`src/hdl/asg_pkg.sv`:
```
// Shared constants and types for the ARMA series generator.
`timescale 1ns / 1ps

package asg_pkg;

   // Field and register widths fixed by the block definition
   localparam int ORDER_W    = 4;
   localparam int SLOT_W     = 4;
   localparam int COEF_W     = 18;
   localparam int FRAC_BITS  = 16;
   localparam int CNT_W      = 5;
   localparam int CSR_IDX_W  = 3;
   localparam int CSR_DATA_W = 18;

   // First coefficient slot of the moving average taps
   localparam logic [SLOT_W-1:0] MA_SLOT_BASE = 4'd8;

   // Configuration register indexes
   localparam logic [CSR_IDX_W-1:0] CSR_AR_ORDER    = 3'd0;
   localparam logic [CSR_IDX_W-1:0] CSR_MA_ORDER    = 3'd1;
   localparam logic [CSR_IDX_W-1:0] CSR_COEF_SELECT = 3'd2;
   localparam logic [CSR_IDX_W-1:0] CSR_COEF_VALUE  = 3'd3;

   // Control from the sequencer to the multiply-accumulate unit
   typedef struct packed {
      logic load;  // load accumulator with the newest noise sample
      logic tap;   // a tap read is issued to the memories this cycle
      logic sub;   // the issued tap is a moving average tap
   } mac_ctl_type;

endpackage

```
`src/hdl/asg_ram.sv`:
```
// Synchronous single-write, single-read memory with per-entry valid bits.
`timescale 1ns / 1ps

module asg_ram #(
   parameter int DEPTH = 16,
   parameter int WIDTH = 32
) (
   input  logic                     clock,
   input  logic                     reset,
   input  logic                     wr_en,
   input  logic [$clog2(DEPTH)-1:0] wr_addr,
   input  logic [WIDTH-1:0]         wr_data,
   input  logic                     rd_en,
   input  logic [$clog2(DEPTH)-1:0] rd_addr,
   output logic [WIDTH-1:0]         rd_data
);

   logic [WIDTH-1:0] mem_ff [DEPTH];
   logic [DEPTH-1:0] valid_ff;
   logic [WIDTH-1:0] rd_data_ff;
   logic             rd_valid_ff;

   // Write and registered read of the array
   always_ff @(posedge clock) begin
      if (wr_en) begin
         mem_ff[wr_addr] <= wr_data;
      end
      if (rd_en) begin
         rd_data_ff <= mem_ff[rd_addr];
      end
   end

   // Track written entries; unwritten entries read as zero
   always_ff @(posedge clock) begin
      if (reset) begin
         valid_ff    <= '0;
         rd_valid_ff <= 1'b0;
      end else begin
         if (wr_en) begin
            valid_ff[wr_addr] <= 1'b1;
         end
         if (rd_en) begin
            rd_valid_ff <= valid_ff[rd_addr];
         end
      end
   end

   assign rd_data = rd_valid_ff ? rd_data_ff : '0;

endmodule

```
`src/hdl/asg_mac.sv`:
```
// Shared multiply-accumulate with rounding and saturation of the sum.
`timescale 1ns / 1ps

module asg_mac #(
   parameter int SAMPLE_BITS = 32
) (
   input  logic                                clock,
   input  logic                                reset,
   input  asg_pkg::mac_ctl_type                ctl,
   input  logic [SAMPLE_BITS-1:0]              load_value,
   input  logic [asg_pkg::COEF_W-1:0]          coef,
   input  logic [SAMPLE_BITS-1:0]              hist,
   output logic                                busy,
   output logic [SAMPLE_BITS-1:0]              result,
   output logic                                saturated
);

   localparam int PROD_W   = SAMPLE_BITS + asg_pkg::COEF_W;
   localparam int ACC_W    = PROD_W + 6;
   localparam int FRAC_TOP = asg_pkg::FRAC_BITS - 1;

   logic                          tap_d1_ff, tap_d2_ff;
   logic                          sub_d1_ff, sub_d2_ff;
   logic signed [asg_pkg::COEF_W-1:0] coef_s;
   logic signed [SAMPLE_BITS-1:0] hist_s;
   logic signed [PROD_W-1:0]      prod_in;
   logic [PROD_W-1:0]             prod_ff;
   logic [ACC_W-1:0]              prod_ext;
   logic [ACC_W-1:0]              acc_in, acc_ff;
   logic [ACC_W-1:0]              rnd;
   logic [ACC_W-SAMPLE_BITS-FRAC_TOP-1:0] top_bits;

   // Delay tap control to line up with memory data and the product register
   always_ff @(posedge clock) begin
      if (reset) begin
         tap_d1_ff <= 1'b0;
         tap_d2_ff <= 1'b0;
         sub_d1_ff <= 1'b0;
         sub_d2_ff <= 1'b0;
      end else begin
         tap_d1_ff <= ctl.tap;
         tap_d2_ff <= tap_d1_ff;
         sub_d1_ff <= ctl.sub;
         sub_d2_ff <= sub_d1_ff;
      end
   end

   // Multiply coefficient by history sample as memory data arrives
   assign coef_s  = coef;
   assign hist_s  = hist;
   assign prod_in = coef_s * hist_s;

   always_ff @(posedge clock) begin
      if (tap_d1_ff) begin
         prod_ff <= prod_in;
      end
   end

   // Load with the noise sample in Q.16, then add or subtract each product
   assign prod_ext = {{(ACC_W-PROD_W){prod_ff[PROD_W-1]}}, prod_ff};

   always_comb begin
      acc_in = acc_ff;
      if (ctl.load) begin
         acc_in = {{(ACC_W-SAMPLE_BITS){load_value[SAMPLE_BITS-1]}}, load_value}
                  << asg_pkg::FRAC_BITS;
      end else if (tap_d2_ff) begin
         acc_in = sub_d2_ff ? (acc_ff - prod_ext) : (acc_ff + prod_ext);
      end
   end

   always_ff @(posedge clock) begin
      acc_ff <= acc_in;
   end

   // Round half up, then clip to the sample range
   assign rnd      = acc_ff + (ACC_W'(1) << FRAC_TOP);
   assign top_bits = rnd[ACC_W-1:SAMPLE_BITS+FRAC_TOP];

   always_comb begin
      saturated = !((&top_bits) || !(|top_bits));
      if (saturated) begin
         result = rnd[ACC_W-1] ? {1'b1, {(SAMPLE_BITS-1){1'b0}}}
                               : {1'b0, {(SAMPLE_BITS-1){1'b1}}};
      end else begin
         result = rnd[SAMPLE_BITS+FRAC_TOP:asg_pkg::FRAC_BITS];
      end
   end

   assign busy = tap_d1_ff | tap_d2_ff;

endmodule

```
`src/hdl/arma_series_generator.sv`:
```
// Top level of the ARMA(p,q) series generator: sequencer, registers, memories.
`timescale 1ns / 1ps

// Channel  Direction  Handshake           Payload
// req      in         req_valid/req_stall noise_sample, seed_value, series_start, series_last
// rsp      out        rsp_valid/rsp_stall series_value, saturated, is_last
// csr      in         csr_valid/csr_ready csr_index, csr_wdata
//
// A computed item goes through the issue, drain, history-write and emit steps (no issue
// step when both orders are zero); each tap is one read of the coefficient and history
// memories into the shared multiply-accumulate. No new item is taken until idle.
// A seed item goes through the history writes and emit; a warm-up item only writes noise.
// Reset clears control state and the memory valid bits; no clearing pass is needed.
// A stalled result holds the sequencer in its emit step until the output register frees.
module arma_series_generator #(
   parameter int MAX_AR      = 8,
   parameter int MAX_MA      = 8,
   parameter int SAMPLE_BITS = 32
) (
   input  logic                              clock,
   input  logic                              reset,
   // input items
   input  logic                              req_valid,
   output logic                              req_stall,
   input  logic [SAMPLE_BITS-1:0]            req_noise_sample,
   input  logic [SAMPLE_BITS-1:0]            req_seed_value,
   input  logic                              req_series_start,
   input  logic                              req_series_last,
   // result items
   output logic                              rsp_valid,
   input  logic                              rsp_stall,
   output logic [SAMPLE_BITS-1:0]            rsp_series_value,
   output logic                              rsp_saturated,
   output logic                              rsp_is_last,
   // configuration writes
   input  logic                              csr_valid,
   output logic                              csr_ready,
   input  logic [asg_pkg::CSR_IDX_W-1:0]     csr_index,
   input  logic [asg_pkg::CSR_DATA_W-1:0]    csr_wdata
);

   localparam int MEM_DEPTH = MAX_AR + MAX_MA;
   localparam int MEM_AW    = $clog2(MEM_DEPTH);
   localparam int AR_IW     = (MAX_AR > 1) ? $clog2(MAX_AR) : 1;
   localparam int MA_IW     = (MAX_MA > 1) ? $clog2(MAX_MA) : 1;
   localparam int CNT_W     = asg_pkg::CNT_W;

   localparam logic [2:0] S_IDLE  = 3'd0;
   localparam logic [2:0] S_ISSUE = 3'd1;
   localparam logic [2:0] S_DRAIN = 3'd2;
   localparam logic [2:0] S_WR_Y  = 3'd3;
   localparam logic [2:0] S_WR_E  = 3'd4;
   localparam logic [2:0] S_EMIT  = 3'd5;

   logic [2:0]                      state_ff, state_in;
   logic [asg_pkg::ORDER_W-1:0]     ar_order_ff, ma_order_ff;
   logic [asg_pkg::SLOT_W-1:0]      coef_select_ff;
   logic [CNT_W-1:0]                warmup_ff, warmup_in;
   logic [CNT_W-1:0]                tap_ff, tap_in;
   logic [CNT_W-1:0]                p_ff, p_in;
   logic [CNT_W-1:0]                n_ff, n_in;
   logic [AR_IW-1:0]                y_head_ff, y_head_in, y_ptr_ff, y_ptr_in, y_next;
   logic [MA_IW-1:0]                e_head_ff, e_head_in, e_ptr_ff, e_ptr_in, e_next;
   logic [SAMPLE_BITS-1:0]          noise_ff, noise_in;
   logic [SAMPLE_BITS-1:0]          value_ff, value_in;
   logic                            sat_ff, sat_in;
   logic                            last_ff, last_in;
   logic                            produce_ff, produce_in;
   logic                            rsp_valid_ff, rsp_valid_in;
   logic [SAMPLE_BITS-1:0]          rsp_value_ff;
   logic                            rsp_sat_ff, rsp_last_ff;
   logic                            rsp_load;

   logic                            req_xfer, csr_xfer;
   logic [CNT_W-1:0]                p_eff, q_eff, pq_sum, cnt_eff;
   logic [asg_pkg::SLOT_W-1:0]      ma_slot;

   asg_pkg::mac_ctl_type            mac_ctl;
   logic                            mac_busy, mac_sat;
   logic [SAMPLE_BITS-1:0]          mac_result;

   logic                            hist_wr_en, hist_rd_en;
   logic [MEM_AW-1:0]               hist_wr_addr, hist_rd_addr;
   logic [SAMPLE_BITS-1:0]          hist_wr_data, hist_rd_data;
   logic                            coef_wr_en;
   logic [MEM_AW-1:0]               coef_wr_addr, coef_rd_addr;
   logic [asg_pkg::COEF_W-1:0]      coef_rd_data;

   assign req_xfer  = req_valid && !req_stall;
   assign csr_xfer  = csr_valid && csr_ready;
   assign csr_ready = 1'b1;
   assign req_stall = (state_ff != S_IDLE);

   // Configuration registers
   always_ff @(posedge clock) begin
      if (reset) begin
         ar_order_ff    <= '0;
         ma_order_ff    <= '0;
         coef_select_ff <= '0;
      end else if (csr_xfer) begin
         case (csr_index)
            asg_pkg::CSR_AR_ORDER:    ar_order_ff    <= csr_wdata[asg_pkg::ORDER_W-1:0];
            asg_pkg::CSR_MA_ORDER:    ma_order_ff    <= csr_wdata[asg_pkg::ORDER_W-1:0];
            asg_pkg::CSR_COEF_SELECT: coef_select_ff <= csr_wdata[asg_pkg::SLOT_W-1:0];
            default: ;
         endcase
      end
   end

   // Route a coefficient write to its slot; drop slots beyond MAX_AR and MAX_MA
   assign ma_slot = coef_select_ff - asg_pkg::MA_SLOT_BASE;

   always_comb begin
      coef_wr_en   = 1'b0;
      coef_wr_addr = MEM_AW'(coef_select_ff);
      if (csr_xfer && csr_index == asg_pkg::CSR_COEF_VALUE) begin
         if (coef_select_ff < asg_pkg::MA_SLOT_BASE) begin
            coef_wr_en = (coef_select_ff < MAX_AR);
         end else begin
            coef_wr_en   = (ma_slot < MAX_MA);
            coef_wr_addr = MEM_AW'(MAX_AR) + MEM_AW'(ma_slot);
         end
      end
   end

   // Effective orders and warm-up position of the arriving item
   assign p_eff   = (ar_order_ff > MAX_AR) ? CNT_W'(MAX_AR) : CNT_W'(ar_order_ff);
   assign q_eff   = (ma_order_ff > MAX_MA) ? CNT_W'(MAX_MA) : CNT_W'(ma_order_ff);
   assign pq_sum  = p_eff + q_eff;
   assign cnt_eff = req_series_start ? '0 : warmup_ff;

   // Ring buffer slot that the next push takes
   assign y_next = (y_head_ff == AR_IW'(MAX_AR - 1)) ? '0 : y_head_ff + 1'b1;
   assign e_next = (e_head_ff == MA_IW'(MAX_MA - 1)) ? '0 : e_head_ff + 1'b1;

   assign rsp_load = (state_ff == S_EMIT) && (!rsp_valid_ff || !rsp_stall);

   // Sequencer
   always_comb begin
      state_in     = state_ff;
      warmup_in    = warmup_ff;
      tap_in       = tap_ff;
      p_in         = p_ff;
      n_in         = n_ff;
      y_head_in    = y_head_ff;
      e_head_in    = e_head_ff;
      y_ptr_in     = y_ptr_ff;
      e_ptr_in     = e_ptr_ff;
      noise_in     = noise_ff;
      value_in     = value_ff;
      sat_in       = sat_ff;
      last_in      = last_ff;
      produce_in   = produce_ff;
      mac_ctl      = '0;
      hist_rd_en   = 1'b0;
      hist_rd_addr = '0;
      coef_rd_addr = '0;
      hist_wr_en   = 1'b0;
      hist_wr_addr = '0;
      hist_wr_data = value_ff;

      case (state_ff)
         S_IDLE: begin
            if (req_xfer) begin
               noise_in = req_noise_sample;
               last_in  = req_series_last;
               if (cnt_eff < q_eff) begin
                  // warm-up: store noise only
                  produce_in = 1'b0;
                  warmup_in  = cnt_eff + 1'b1;
                  state_in   = S_WR_E;
               end else if (cnt_eff < pq_sum) begin
                  // seed phase: emit the seed and store it
                  produce_in = 1'b1;
                  value_in   = req_seed_value;
                  sat_in     = 1'b0;
                  warmup_in  = cnt_eff + 1'b1;
                  state_in   = S_WR_Y;
               end else begin
                  produce_in  = 1'b1;
                  warmup_in   = cnt_eff;
                  mac_ctl.load = 1'b1;
                  tap_in      = '0;
                  p_in        = p_eff;
                  n_in        = pq_sum;
                  y_ptr_in    = y_head_ff;
                  e_ptr_in    = e_head_ff;
                  state_in    = (pq_sum == '0) ? S_DRAIN : S_ISSUE;
               end
               if (req_series_last) begin
                  warmup_in = '0;
               end
            end
         end
         S_ISSUE: begin
            // one tap read per cycle, newest history first
            mac_ctl.tap = 1'b1;
            hist_rd_en  = 1'b1;
            if (tap_ff < p_ff) begin
               coef_rd_addr = MEM_AW'(tap_ff);
               hist_rd_addr = MEM_AW'(y_ptr_ff);
               y_ptr_in     = (y_ptr_ff == '0) ? AR_IW'(MAX_AR - 1) : y_ptr_ff - 1'b1;
            end else begin
               mac_ctl.sub  = 1'b1;
               coef_rd_addr = MEM_AW'(MAX_AR) + MEM_AW'(tap_ff - p_ff);
               hist_rd_addr = MEM_AW'(MAX_AR) + MEM_AW'(e_ptr_ff);
               e_ptr_in     = (e_ptr_ff == '0) ? MA_IW'(MAX_MA - 1) : e_ptr_ff - 1'b1;
            end
            tap_in = tap_ff + 1'b1;
            if (tap_ff == n_ff - 1'b1) begin
               state_in = S_DRAIN;
            end
         end
         S_DRAIN: begin
            // wait for the last product to land in the accumulator
            if (!mac_busy) begin
               value_in = mac_result;
               sat_in   = mac_sat;
               state_in = S_WR_Y;
            end
         end
         S_WR_Y: begin
            hist_wr_en   = 1'b1;
            hist_wr_addr = MEM_AW'(y_next);
            hist_wr_data = value_ff;
            y_head_in    = y_next;
            state_in     = S_WR_E;
         end
         S_WR_E: begin
            hist_wr_en   = 1'b1;
            hist_wr_addr = MEM_AW'(MAX_AR) + MEM_AW'(e_next);
            hist_wr_data = noise_ff;
            e_head_in    = e_next;
            state_in     = produce_ff ? S_EMIT : S_IDLE;
         end
         S_EMIT: begin
            if (rsp_load) begin
               state_in = S_IDLE;
            end
         end
         default: begin
            state_in = S_IDLE;
         end
      endcase
   end

   // Control registers
   always_ff @(posedge clock) begin
      if (reset) begin
         state_ff   <= S_IDLE;
         warmup_ff  <= '0;
         tap_ff     <= '0;
         p_ff       <= '0;
         n_ff       <= '0;
         y_head_ff  <= '0;
         e_head_ff  <= '0;
         y_ptr_ff   <= '0;
         e_ptr_ff   <= '0;
         produce_ff <= 1'b0;
      end else begin
         state_ff   <= state_in;
         warmup_ff  <= warmup_in;
         tap_ff     <= tap_in;
         p_ff       <= p_in;
         n_ff       <= n_in;
         y_head_ff  <= y_head_in;
         e_head_ff  <= e_head_in;
         y_ptr_ff   <= y_ptr_in;
         e_ptr_ff   <= e_ptr_in;
         produce_ff <= produce_in;
      end
   end

   // Item payload registers
   always_ff @(posedge clock) begin
      noise_ff <= noise_in;
      value_ff <= value_in;
      sat_ff   <= sat_in;
      last_ff  <= last_in;
   end

   // Output register: hold while stalled, drop once transferred
   always_comb begin
      rsp_valid_in = rsp_valid_ff && rsp_stall;
      if (rsp_load) begin
         rsp_valid_in = 1'b1;
      end
   end

   always_ff @(posedge clock) begin
      if (reset) begin
         rsp_valid_ff <= 1'b0;
      end else begin
         rsp_valid_ff <= rsp_valid_in;
      end
   end

   always_ff @(posedge clock) begin
      if (rsp_load) begin
         rsp_value_ff <= value_ff;
         rsp_sat_ff   <= sat_ff;
         rsp_last_ff  <= last_ff;
      end
   end

   assign rsp_valid        = rsp_valid_ff;
   assign rsp_series_value = rsp_value_ff;
   assign rsp_saturated    = rsp_sat_ff;
   assign rsp_is_last      = rsp_last_ff;

   // Coefficients: AR taps from address 0, MA taps from address MAX_AR
   asg_ram #(
      .DEPTH (MEM_DEPTH),
      .WIDTH (asg_pkg::COEF_W)
   ) u_coef_ram (
      .clock   (clock),
      .reset   (reset),
      .wr_en   (coef_wr_en),
      .wr_addr (coef_wr_addr),
      .wr_data (csr_wdata[asg_pkg::COEF_W-1:0]),
      .rd_en   (hist_rd_en),
      .rd_addr (coef_rd_addr),
      .rd_data (coef_rd_data)
   );

   // Histories: output ring from address 0, noise ring from address MAX_AR
   asg_ram #(
      .DEPTH (MEM_DEPTH),
      .WIDTH (SAMPLE_BITS)
   ) u_hist_ram (
      .clock   (clock),
      .reset   (reset),
      .wr_en   (hist_wr_en),
      .wr_addr (hist_wr_addr),
      .wr_data (hist_wr_data),
      .rd_en   (hist_rd_en),
      .rd_addr (hist_rd_addr),
      .rd_data (hist_rd_data)
   );

   asg_mac #(
      .SAMPLE_BITS (SAMPLE_BITS)
   ) u_mac (
      .clock      (clock),
      .reset      (reset),
      .ctl        (mac_ctl),
      .load_value (req_noise_sample),
      .coef       (coef_rd_data),
      .hist       (hist_rd_data),
      .busy       (mac_busy),
      .result     (mac_result),
      .saturated  (mac_sat)
   );

endmodule

```
`config.mk`:
```
export PLATFORM = sky130hd
export DESIGN_NAME = arma_series_generator
export DESIGN_NICKNAME = d
export VERILOG_FILES = /design/src/hdl/asg_pkg.sv /design/src/hdl/asg_ram.sv /design/src/hdl/asg_mac.sv /design/src/hdl/arma_series_generator.sv
export SDC_FILE = /design/constraint.sdc
export NUM_CORES = 2
export LEC_CHECK = 0
export BUFFER_PORTS_ARGS = -buffer_cell sky130_fd_sc_hd__buf_4
export CAP_MARGIN = 20
export CORE_MARGIN = 8
export CORE_UTILIZATION = 35
export DETAILED_ROUTE_END_ITERATION = 8
export GPL_ROUTABILITY_DRIVEN = 0
export GPL_TIMING_DRIVEN = 0
export PLACE_DENSITY = 0.47
export SLEW_MARGIN = 15
export SYNTH_ARGS = -nofsm -noshare
export SYNTH_HDL_FRONTEND = slang
export SYNTH_HIERARCHICAL = 1
export SYNTH_SLANG_ARGS = --single-unit
```
`constraint.sdc`:
```
create_clock -name clock -period 15.9 [get_ports clock]
set_clock_uncertainty 0.15 [all_clocks]
set_input_delay 3.18 -clock clock [delete_from_list [all_inputs] [get_ports clock]]
set_output_delay 3.18 -clock clock [all_outputs]
set_load 0.02 [all_outputs]
```
# Yosys cells after proc, flatten, opt, wreduce, memory -nomap -nowiden
# Memory sizes are Yosys's and may differ from the RTL's. A register that Yosys moved wholly into a read port is not among the register bits.
# Cells that the tools add are included.
# classes
n_addsub	17
multipliers	1
order_cmp	14
eq_ne	20
n_mux	82
bitwise	6
reduce_logical	36
# op_table
op	n
$mux W32	8
$mux W56	3
$pmux W32 S2	1
$add A56 B16 Y56 const B	1
$add A56 B56 Y56	1
$sub A56 B56 Y56	1
$mux W3	18
$mul A18 B32 Y50	1
$mux W5	7
$mux W4	8
$or A16 B16 Y16	2
$mux W1	23
$lt A4 B5 Y1 const B	4
$mux W18	1
$ne A2 B2 Y1 const B	9
$pmux W3 S6	1
$reduce_and A5 Y1	3
$eq A3 B2 Y1 const B	4
$eq A3 B3 Y1 const B	4
$logic_not A3 Y1	4
$lt A4 B4 Y1 const B	3
$pmux W3 S2	2
$reduce_and A4 Y1	3
$add A5 B1 Y5 const B	2
32 further kinds	62
# totals
ff_bits	292
mem_bits_rw	800
inputBits	92
out_inout_bits	37
word_cells	210
memories	2
# mem_list
name	words	word_bits	rd	rd_ports_with_merged_regs	wr	line	rtl
u_hist_ram.mem_ff	16	32	1	1	1	asg_ram.sv:18	logic [WIDTH-1:0] mem_ff [DEPTH];
u_coef_ram.mem_ff	16	18	1	1	1	asg_ram.sv:18	

# Longest topological paths before layout
# logic_depth
depth_word	9
ltp_mapped	27
ltp_nobuf	24

# Cells and area by module
# The synthesis kept the hierarchy.
# by_module_without_submodules
mod	n_inst	cells_per_inst	area_each_um2	seq_area_each_um2
asg_mac	1	3299	28887.7	3103.0
asg_ram at u_hist_ram	1	868	21122.8	16676.0
asg_ram at u_coef_ram	1	527	12203.0	9529.1
arma_series_generator	1	609	6822.8	3963.8

# Least setup slack after synthesis
# OpenSTA, ideal clock, no wires.
# synth_path
path_kind	input to register
start	in req_series_start
end	reg sat_ff (enable)
setup_time_ns	0.506
t_arrival_ns	7.751
t_required_ns	15.244
path_slack_ns	7.493
cell_stages	6
path_buffers	0
cell_sequence	nor2b_1 -> ha_1 -> a2111o_1 -> o22ai_1 -> a21oi_1 -> nor4_1
# synth_between
elab_chain_len	4
elab_cells_between_ends	6
classes_between	order compare (2); eq/ne (2); mux (1); reduce/logical (1)
# synth_rtl
item	line	rtl
start: declaration	arma_series_generator.sv:27	input logic req_series_start,
$mux W5 (*)	arma_series_generator.sv:130	assign cnt_eff = req_series_start ? '0 : warmup_ff;
$lt A5 B5 Y1 / $lt A5 B4 Y1 (equally long branches)	arma_series_generator.sv:172, arma_series_generator.sv:167	
$ne A2 B2 Y1 (no source line)	-	
$reduce_and A5 Y1 (no source line) (*)	-	
end signal: assignment	arma_series_generator.sv:278	sat_ff <= sat_in;
end: declaration	arma_series_generator.sv:66	logic sat_ff, sat_in;
# Mark *: on every way between the ends. The rest lies on a longest branch, timed or not.
# A chain may end at the register's enable or synchronous reset.

# Worst setup path in the final report
# layout_path
start	reg u_hist_ram.rd_valid_ff
end	reg u_mac.prod_ff[46] (data pin)
# layout_between
elab_chain_len	2
# layout_rtl
item	line	rtl
start: declaration	asg_ram.sv:21	logic rd_valid_ff;
start signal: assignment	asg_ram.sv:43	rd_valid_ff <= valid_ff[rd_addr];
$mux W32	asg_ram.sv:48	assign rd_data = rd_valid_ff ? rd_data_ff : '0;
via hist_rd_data[8]	arma_series_generator.sv:84	logic [SAMPLE_BITS-1:0] hist_wr_data, hist_rd_data;
$mul A18 B32 Y50	asg_mac.sv:51	assign prod_in = coef_s * hist_s;
via u_mac.prod_in[46]	asg_mac.sv:26	logic signed [PROD_W-1:0] prod_in;
end signal: assignment	asg_mac.sv:55	prod_ff <= prod_in;
end: declaration	asg_mac.sv:27	logic [PROD_W-1:0] prod_ff;
# The timed path passes the listed nets, and every way through them passes these cells.

==> results.md <==
* Top-area cell type share of the netlist area at 45.24%
* Setup-failing EPs final at 0
* Post-synthesis sequential area ratio at 48.19%
* Most used cell, CP: fa_1
* Die ar. at around 210000 um2
* Die Ht at approximately 460 um
* DR WL/cell at 26.18 um
* Startpoint Class: register
* Worst hold slack at 0.2748 ns
* Avg Cell Area, Syn at roughly 13 um2
* Headroom to the max-slew limit at 21.79%
* Setup WS post-layout at 6.266 ns
* DP Area at 74740 um2
* Io pins at 129
* Core footprint at 196600 um2
* Crit path buffers/inverters at 5
* Max Cap Viol at 0
* Area contributors post-synth: edfxtp_1 45%, fa_1 16%, mux4_2 8.3%, ha_1 3.7%, inv_1 3.7%
* Vias in the first global route at 44.86k
* Final antenna-violating net count at 0
* Critical Path AT at 9.95 ns
* GRT Total Usage at 20.53%
* Clk root buf: clkbuf_16
* DP HPWL at 167300 um
* Synth area leader: edfxtp_1
* DRT Wirelength at 219500 um
* EDFF count, synth at 1040
* Area delta synth->final at 14.00%
* H-tree depth at 3
* Largest net degree at the start of global routing at 61
* CTS resizes at 0
* CTS tree: done
* Fraction of layout cells with a size suffix above 1 at approximately 14%
* Antenna violations before repair at 33
* Crit-path cells: clkbuf_1, and2_1, clkbuf_1, nand2_1, fa_1, inv_1, fa_1, fa_1, fa_1, fa_1, inv_1, fa_1, inv_1, ha_1, and3_1, and4_1, nand4_1, o2111a_1, a2111oi_1, o21ai_0, o41ai_1, xor2_1
* HP Class: register to register
* Synth Cell Area at approximately 70000 um2
* Fin cells at roughly 8.4k
* Status: completed
* Max Freq at slightly above 100 MHz
* Initial drt markers at approximately 4.3k
* Critical path's slowest cell: clkbuf_1
* Peak VDD IR at 0.00009671 V
* Cell with the most instances after synthesis: edfxtp_1
* Syn Nets at 6157
* Classification of the worst setup path: register to register
* Total gr overflow at 0
* Post-CTS Setup Bufs at 0
* Place WS at about 6.3 ns
* Pwr/cell area at 106.2 nW/um2
* Hold Vio Cnt, Final at 0
* Number of distinct library cells after synthesis at 96
* Unrepaired setup endpoints after global routing: no
* Max incr delay on CP at 0.86 ns
* Final net count at 6484
* Via density at 5.222
* Post-route cell area at between 70000 and 80000 um2
* Via count at roughly 44k
* Tmin final at 9.634 ns
* Worst-Margin Slew at 1.173 ns
* Fin Setup TNS at 0 ns
* Cts hold-fix bufs at 0
* CTS buffer count at around 120
* # fillers at 18.70k
* Inst Count DP at 8147
* Clock Sinks at 1142
* CTS max path bufs at 3
* Top FF cell, synth: edfxtp_1
* Worst-path clk slew at 0.06 ns
* CP top delay family: adder cells
* Die X at 460.1 um
* Clk_lat worst skew at 0.75 ns
* Post-Syn Instances at 5303
* Core Rows at 163
* Residual DRC at 0
* Most frequent cells after synthesis: 1040 x edfxtp_1, 682 x inv_1, 567 x nand2_1
* Worst-path fanout max at 10
* Register bit count reported by yosys at ~1.1k
* Final slew viol count at 0
* First-pass DRT Iterations at 5
* Asr flop ratio synth at 0%
* Ys Warns at 6
* Initial cell density of the core at 35.11%
* PortBufs at 127
* Period utilization at 60.59%
* Global-route wire length before repair at 318000 um
* Lkg Pwr at 29.41 nW
* Crit path required time at 16.21 ns
* Crit. End Element: register
## sequential cells by signal, summed over array words and instances (netlist names), 4 cells and up
signal                 cells
noise_ff                  32
coef_select_ff             4
u_hist_ram/mem_ff        512
rsp_series_value          32
tap_ff                     5
u_mac/acc_ff              56
warmup_ff                  5
ar_order_ff                4
u_coef_ram/mem_ff        288
ma_order_ff                4
u_coef_ram/rd_data_ff     18
n_ff                       5
u_hist_ram/rd_data_ff     32
u_hist_ram/valid_ff       16
p_ff                       4
u_mac/prod_ff             50
value_ff                  32
u_coef_ram/valid_ff       16
## worst register-to-register path: cells and delay by family, from the launching register on
| family | cells | cell delay [ns] |
|---|---|---|
| adders and majority gates | 7 | 3.70 |
| and+or+nand+nor | 5 | 1.55 |
| xor gates and xnor gates | 1 | 0.13 |
| buffers and inverters | 5 | 1.45 |
| AOI/OAI and AO/OA | 4 | 1.77 |
| DFF | 1 | 0.63 |
## final timing paths
| path | from | to | slack, ns | cells after the start |
|---|---|---|---|---|
| min reg2reg | last_ff$_DFFE_PP_ | rsp_is_last$_DFFE_PP_ | 0.27 | 0 |
| max | u_hist_ram/rd_valid_ff$_SDFFE_PP0P_ | u_mac/prod_ff[46]$_DFFE_PP_ | 6.27 | 22 |
| max reg2reg | u_hist_ram/rd_valid_ff$_SDFFE_PP0P_ | u_mac/prod_ff[46]$_DFFE_PP_ | 6.27 | 22 |
| min | last_ff$_DFFE_PP_ | rsp_is_last$_DFFE_PP_ | 0.27 | 0 |
## cell type report
type                            instances  area [um2]  area share, %
Antenna cell                           13       32.53        0.04133
Buffer                                242        1101          1.399
Clock buffer                          154        3223          4.095
Clock inverter                         69       694.4         0.8823
Inverter                              685        2576          3.273
Multi-Input combinational cell       3234       32330          41.08
Sequential cell                      1142       33270          42.28
Tap cell                             2640        3303          4.197
Timing Repair Buffer                  206        2171          2.758
## cells by family (layout without fill, tap and decap cells)
group | after synthesis | after routing | synth area share (%)
DFF | 1142 | 1142 | 48.19
muxes | 325 | 325 | 9.375
AOI/OAI and AO/OA | 552 | 552 | 5.046
adders and majority gates | 762 | 762 | 19.87
xor gates and xnor gates | 185 | 185 | 2.358
other | 1 | 14 | 0.005432
and+or+nand+nor | 1409 | 1409 | 9.834
buffers and inverters | 927 | 1356 | 5.319
## layer usage
| layer | share of wire [%] | vias up | track usage [%] |
|---|---|---|---|
| li1 | - | 19050 | - |
| met1 | 44 | 23110 | 29.01 |
| met2 | 47 | 1369 | 33.35 |
| met3 | 6.5 | 251 | 3.443 |
| met4 | 2.4 | 8 | 4.601 |
| met5 | 0.027 | - | 0 |
## metrics by stage
step           util (%)  total power, mW
2_1_floorplan         -            4.861
4_1_cts           40.01            8.419
5_1_grt           40.02            8.696
6_report          40.03            8.360
3_3_place_gp      37.28            5.574
3_5_place_dp      38.02            5.606
## where the power goes
group	switching, mW	total (mW)	internal (mW)
clock network	1.21	2.80	1.58
logic	1.18	1.71	0.535
registers	0.159	3.85	3.69
total	2.55	8.36	5.81
## layout by cell type, fill, tap and decap left out, types with 26 or more instances in the layout
| cell | n |
|---|---|
| edfxtp_1 | 1040 |
| fa_1 | 557 |
| mux2_2 | 33 |
| nand2_1 | 567 |
| buf_6 | 30 |
| nand4_1 | 30 |
| a21oi_1 | 158 |
| nand2b_1 | 26 |
| nor2_1 | 248 |
| xor2_1 | 64 |
| nor3_1 | 31 |
| mux4_2 | 254 |
| xnor2_1 | 120 |
| a21o_1 | 60 |
| nor2b_1 | 31 |
| nand3_1 | 54 |
| clkbuf_16 | 122 |
| clkinv_2 | 28 |
| buf_4 | 158 |
| ha_1 | 205 |
| and2_1 | 268 |
| dfxtp_1 | 101 |
| clkbuf_1 | 205 |
| o21ai_0 | 141 |
| mux2i_1 | 38 |
| inv_1 | 680 |
No activity file was read; power rests on OpenSTA's default activity.
